$ cat src/pmsc_pkg.sv
`timescale 1ns / 1ps

package pmsc_pkg;

    localparam int ALPHABET_SIZE   = 10;
    localparam int MAX_WORD_LENGTH = 65536;

    localparam int LETTER_W   = 4;
    localparam int TOTAL_W    = 32;
    localparam int MASK_W     = ALPHABET_SIZE;
    localparam int HIST_DEPTH = 1 << MASK_W;
    localparam int HIST_W     = $clog2(2 * MAX_WORD_LENGTH);
    localparam logic [HIST_W-1:0] HIST_CAP = HIST_W'(2 * MAX_WORD_LENGTH - 1);

    localparam int STEP_W = $clog2(ALPHABET_SIZE + 2);
    localparam logic [STEP_W-1:0] STEP_LAST = STEP_W'(ALPHABET_SIZE + 1);

    typedef struct packed {
        logic [LETTER_W-1:0] letter;
        logic                last;
    } item_t;

    typedef struct packed {
        logic [TOTAL_W-1:0] total;
        logic               final_res;
    } res_t;

    typedef struct packed {
        logic              load_item;
        logic              clr_step;
        logic              rd_issue;
        logic [STEP_W-1:0] rd_idx;
        logic              acc_en;
        logic              cap_m;
        logic              wr_inc;
        logic              out_load;
    } dp_cmd_t;

    typedef struct packed {
        logic out_free;
        logic clr_last;
        logic item_last;
    } dp_status_t;

    typedef enum logic [3:0] {
        ST_CLEAR = 4'b0001,
        ST_IDLE  = 4'b0010,
        ST_RUN   = 4'b0100,
        ST_DONE  = 4'b1000
    } state_t;

    function automatic logic [MASK_W-1:0] letter_flip(input logic [LETTER_W-1:0] letter);
        logic [MASK_W-1:0] f;
        for (int i = 0; i < MASK_W; i++)
        begin
            f[i] = (letter == LETTER_W'(i));
        end
        return f;
    endfunction

    function automatic logic [MASK_W-1:0] step_flip(input logic [STEP_W-1:0] idx);
        logic [MASK_W-1:0] f;
        for (int i = 0; i < MASK_W; i++)
        begin
            f[i] = (idx == STEP_W'(i + 1));
        end
        return f;
    endfunction

endpackage

$ cat src/pmsc_ctrl.sv
`timescale 1ns / 1ps

module pmsc_ctrl (
    input  logic                  clk,
    input  logic                  rst_n,
    input  logic                  letter_valid,
    output logic                  letter_stall,
    input  pmsc_pkg::dp_status_t  sts,
    output pmsc_pkg::dp_cmd_t     cmd
);

    pmsc_pkg::state_t                state_reg;
    pmsc_pkg::state_t                state_next;
    logic [pmsc_pkg::STEP_W-1:0]     cnt_reg;
    logic [pmsc_pkg::STEP_W-1:0]     cnt_next;

    assign letter_stall = (state_reg != pmsc_pkg::ST_IDLE);

    always_comb
    begin
        state_next = state_reg;
        cnt_next   = cnt_reg;
        cmd        = '0;
        case (state_reg)
            pmsc_pkg::ST_CLEAR:
            begin
                cmd.clr_step = 1'b1;
                if (sts.clr_last)
                begin
                    state_next = pmsc_pkg::ST_IDLE;
                end
            end
            pmsc_pkg::ST_IDLE:
            begin
                cmd.load_item = letter_valid;
                if (letter_valid)
                begin
                    state_next = pmsc_pkg::ST_RUN;
                    cnt_next   = '0;
                end
            end
            pmsc_pkg::ST_RUN:
            begin
                cmd.rd_issue = (cnt_reg != pmsc_pkg::STEP_LAST);
                cmd.rd_idx   = cnt_reg;
                cmd.acc_en   = (cnt_reg != '0);
                cmd.cap_m    = (cnt_reg == pmsc_pkg::STEP_W'(1));
                cmd.wr_inc   = (cnt_reg == pmsc_pkg::STEP_LAST);
                cnt_next     = cnt_reg + pmsc_pkg::STEP_W'(1);
                if (cnt_reg == pmsc_pkg::STEP_LAST)
                begin
                    state_next = pmsc_pkg::ST_DONE;
                end
            end
            pmsc_pkg::ST_DONE:
            begin
                if (sts.out_free)
                begin
                    cmd.out_load = 1'b1;
                    state_next   = sts.item_last ? pmsc_pkg::ST_CLEAR : pmsc_pkg::ST_IDLE;
                end
            end
            default:
            begin
                state_next = pmsc_pkg::ST_CLEAR;
            end
        endcase
    end

    always_ff @(posedge clk or negedge rst_n)
    begin
        if (!rst_n)
        begin
            state_reg <= pmsc_pkg::ST_CLEAR;
            cnt_reg   <= '0;
        end
        else
        begin
            state_reg <= state_next;
            cnt_reg   <= cnt_next;
        end
    end

    a_run_cnt_range: assert property (@(posedge clk) disable iff (!rst_n)
        (state_reg == pmsc_pkg::ST_RUN) |-> (cnt_reg <= pmsc_pkg::STEP_LAST))
        else $error("step count out of range");

    a_accept_starts_run: assert property (@(posedge clk) disable iff (!rst_n)
        (letter_valid && !letter_stall) |=> (state_reg == pmsc_pkg::ST_RUN && cnt_reg == '0))
        else $error("transfer did not start a run");

    a_run_ends_done: assert property (@(posedge clk) disable iff (!rst_n)
        (state_reg == pmsc_pkg::ST_RUN && cnt_reg == pmsc_pkg::STEP_LAST)
        |=> (state_reg == pmsc_pkg::ST_DONE))
        else $error("run did not finish in done");

endmodule

$ cat config.mk
export PLATFORM = sky130hd
export DESIGN_NAME = pmsc_ctrl
export DESIGN_NICKNAME = d
export VERILOG_FILES = /design/src/pmsc_pkg.sv /design/src/pmsc_ctrl.sv
export SDC_FILE = /design/constraint.sdc
export NUM_CORES = 1
export LEC_CHECK = 0
export BUFFER_PORTS_ARGS = -buffer_cell sky130_fd_sc_hd__buf_2
export CAP_MARGIN = 20
export CORE_AREA = 2 2 39 41
export CTS_BUF_LIST = sky130_fd_sc_hd__clkbuf_8 sky130_fd_sc_hd__clkbuf_16
export DETAILED_ROUTE_END_ITERATION = 12
export DIE_AREA = 0 0 41 43
export HOLD_SLACK_MARGIN = 0.02
export PLACE_DENSITY = 0.74
export RECOVER_POWER = 100
export SYNTH_ARGS = -nofsm -noshare
export SYNTH_HDL_FRONTEND = slang
export SYNTH_SLANG_ARGS = --single-unit
$ cat constraint.sdc
create_clock -name clk -period 4 [get_ports clk]
set_input_delay 0 -clock clk [delete_from_list [all_inputs] [get_ports clk]]
set_output_delay 0 -clock clk [all_outputs]
set_load 0.02 [all_outputs]
# Word-level counts from Yosys, hierarchy flattened
# Index checks and enable logic that the tools add are counted.
[word_totals] output_inout_bits=12 regBits=8
[op_classes] eq_ne=12 n_reduce_logical=4 mux=13 n_addsub=1
[op_table] operator="$mux 4" n=5
[op_table] operator="$pmux 4 s4" n=1
[op_table] operator="$eq 4x1->1 const B" n=2
[op_table] operator="$eq 4x4->1 const B" n=2
[op_table] operator="$mux 8" n=1
[op_table] operator="$ne 2x2->1 const B" n=4
[op_table] operator="$pmux 4 s2" n=1
[op_table] operator="$add 4x1->4 const B" n=1
[op_table] operator="$eq 4x2->1 const B" n=1
[op_table] operator="$eq 4x3->1 const B" n=1
[op_table] operator="$mux 1" n=4
[op_table] operator="$ne 4x2->1 const B" n=1
[op_table] operator="$ne 4x4->1 const B" n=1
[op_table] operator="$reduce_and 4->1" n=1
[op_table] operator="$reduce_bool 4->1" n=1
[op_table] operator="$mux 2" n=1
[op_table] operator="$reduce_and 2->1" n=1
[op_table] operator="$reduce_bool 2->1" n=1

# Logic depth before layout (Yosys ltp)
[depth] ltp_word=3 depth_mapped=5

# Least setup slack after synthesis
# Ideal clock, no wire load.
[synth_path] path_type="reg2reg" from="register state_reg[0]" to="register state_reg[0]" required_ns=3.921 path_buffers=1 arrival_ns=1.701 path_stages_with_launch=5 setup_slack_ns=2.221 setup_ns=0.079 cell_sequence="dfstp_2 buf_2 nor4b_1 nand2b_1 o21ai_0"
[synth_between] elab_chain_len=3
[synth_rtl] item="start, declared" line_no="pmsc_ctrl.sv:12" text="pmsc_pkg::state_t state_reg;"
[synth_rtl] item="start signal, assigned" line_no="pmsc_ctrl.sv:74" text="state_reg <= pmsc_pkg::ST_CLEAR;"
[synth_rtl] item="start signal, assigned" line_no="pmsc_ctrl.sv:79" text="state_reg <= state_next;"
[synth_rtl] item="$eq 4x3->1, or another cell as far along" line_no="pmsc_ctrl.sv:24" text="case (state_reg)"
[synth_rtl] item="$ne 2x2->1 (no line)"
[synth_rtl] item="$reduce_and 4->1 (no line)"
# Several ways; a longest one is shown, not always the timed one.
# A chain may end at the register's enable or synchronous reset.

==> run_results.csv <==
group,metric,value,unit
power_and_ir_drop,ir_worst_vdd,0.000469,V
detailed_routing,drc,0,
setup_path,crit_fanout,11,
clock_tree,cts.sinks,8,
timing,period_needed,2.12,ns
setup_path,startpoint_type,"flip-flop",
detailed_routing,first_iter_violations,19,
finish,final_cell_area,706,µm²
timing,relSlewSlack,33.0,%
logic_synthesis,yosysUniqueCellTypes,27,
grt,grt_usage,17.2,%
detailed_routing,antenna_left,0,
clock_tree,root_buffer,"clkbuf_8",
timing,setup_viol,0,
setup_path,r2r_setup_slack,2.08,ns
clock_tree,cts_tree,"built",
timing,maxSlewViolCount,0,
hold_path,min_path_type,"in -> reg",
finish,final_common_cell,"clkbuf_1",
detailed_routing,dr.pass1.iters,4,
clock_tree,htreeDepth,1,
setup_path,path_class,"reg -> out",
finish,register_area,201,µm²
finish,mostFrequentLayoutCells,"10 x clkbuf_1, 9 x o21ai_0, 7 x nor2_1, 7 x dfrtp_1, 7 x buf_2",
placement,numPortBuffers,17,
finish,nNetsFinal,98,
timing,max_freq,471,MHz
grt,grt_pass1_wl,2060,µm
power_and_ir_drop,leakage,0.312,nW
finish,final_layout_size_suffix_gt1_share,14.8,%
logic_synthesis,yosysSeqAreaShare,33.7,%
timing,setup-tns-final,0,ns
floorplan,ioPinCount,18,
power_and_ir_drop,power,0.449,mW
clock_tree,cts_made_buffers,3,
grt,first_global_vias,450,
detailed_routing,viasPerCell,5.30,
setup_path,cp.required,4.00,ns
floorplan,core-area,1380,µm²
floorplan,floorplan.initialDensity,43.2,%
flow_run,maxCapViolations,0,
timing,worst_pin_slew,0.991,ns
setup_path,critical-path-max-stage-delay,0.90,ns
setup_path,timing.rr.start,"state_reg[1]",
logic_synthesis,synth-edff-count,0,
floorplan,rows,14,
setup_path,critPathArrivalTime,2.12,ns
setup_path,cp-end-kind,"output pin",
logic_synthesis,yosys_warnings,0,
finish,nFillCells,142,
clock_tree,cts.clk_slew.worst_paths,0.04,ns
timing,rsz0062_at_grt,"no",
finish,multi_input_area,342,µm²
logic_synthesis,synth_cells,71,
timing,finalHoldViolations,0,
setup_path,crit_chain,"nor4b_1, nand2_1, inv_1, clkbuf_1",
floorplan,die_y,43,µm
placement,gp_congestion,0.807,
setup_path,critPathSlowestCell,"nor4b_1",
logic_synthesis,synth_ff_type,"dfrtp_1",
finish,fin_util,51.0,%
outcome,status,"finished, final reports clean",
detailed_routing,vias,551,
timing,clock_skew,0.00856,ns
floorplan,dieArea,1760,µm²
placement,placed_area,678,µm²
logic_synthesis,async_flop_share,100,%
logic_synthesis,synth_area_per_cell,8.42,µm²
grt,antenna_found_initial,0,
floorplan,die_w,41,µm
logic_synthesis,synth_nets,80,
hold_path,hold_path_startpoint,"letter_valid",
timing,min_period_over_period,53.1,%
finish,areaGrowthSynthToFinish,18.0,%
logic_synthesis,synth_seq_cells,8,
detailed_routing,wl_per_cell,11.5,µm
setup_path,cp-startpoint,"state_reg[1]",
clock_tree,cts_max_path_buffers,2,
placement,place_hpwl,843,µm
grt,global_route.overflow_total,0,
power_and_ir_drop,p_per_area,636,nW/µm²
finish,num_antenna_cells,0,
clock_tree,clk_latency,0.23,ns
logic_synthesis,syn_area,598,µm²
detailed_routing,postRouteWirelength,1200,µm
grt,grt_max_degree,13,
[Yosys cell counts, types with 3 or more instances]
library cell,instances,area (µm²)
nor2_1,7,26.3
nand2b_1,3,18.8
ha_1,3,37.5
nand2_1,4,15.0
o21ai_0,6,30.0
o21ai_1,4,20.0
buf_2,5,25.0
dfrtp_1,7,175
nor3b_1,4,30.0
inv_1,4,15.0
nand3b_1,3,22.5
and2_1,3,18.8
[through the flow]
step | std cells | worst slack [ns] | hold WS [ns]
final | 104 | 1.88 | 0.0252
after floorplan | 71 | 2.22 | -0.296
after global routing | 104 | 1.79 | 0.0295
after detailed placement | 99 | 2.47 | -0.149
after CTS | 104 | 2.23 | 0.0253
after global placement | 99 | 2.50 | -0.151
[what timing repair did]
action                                 in CTS  in global routing
buffers inserted                            0                  0
resized for setup                           0                  0
endpoints found under the hold margin       8                  0
hold buffers                                1                  0
[cell families after synthesis]
group,share of synthesized area (%)
xor gates and xnor gates,1.46
adders and majority gates,6.28
and+or+nand+nor,37.5
AOI/OAI and AO/OA,14.4
buffers and inverters,6.69
DFF,33.7
[per-layer routing]
metal,share of wire [%],global-route usage (%),vias up
met5,0,0,-
met4,1.3,6.00,0
met3,4.7,4.71,3
met2,45,21.3,15
met1,49,27.9,254
li1,-,-,279
[where the power goes]
group	total (mW)	switching (mW)	internal [mW]
Combinational	0.175	0.0987	0.0761
Sequential	0.174	0.0571	0.117
Clock	0.100	0.0336	0.0666
[cell type report]
cell class	count	area share (%)
Sequential cell	8	28.5
Tap cell	16	2.84
Clock buffer	3	5.85
Clock inverter	1	0.532
Multi-Input combinational cell	54	48.4
Inverter	4	2.13
Timing Repair Buffer	18	11.7
[worst max-delay path, delay by kind of cell (launching register included)]
kind | cells | cell delay (ns)
buffers and inverters | 2 | 0.35
DFF | 1 | 0.47
and+or+nand+nor | 2 | 1.08
[path summary, 6_finish.rpt]
kind                       cells past startpoint      endpoint
max                                            4        cmd[8]
min                                            2  state_reg[1]
max reg2reg                                    4  state_reg[1]
min reg2reg                                    1    cnt_reg[2]
max in group asynchronous                      2  state_reg[0]
min in group asynchronous                      2    cnt_reg[1]
(Power assumes the default switching activity.)
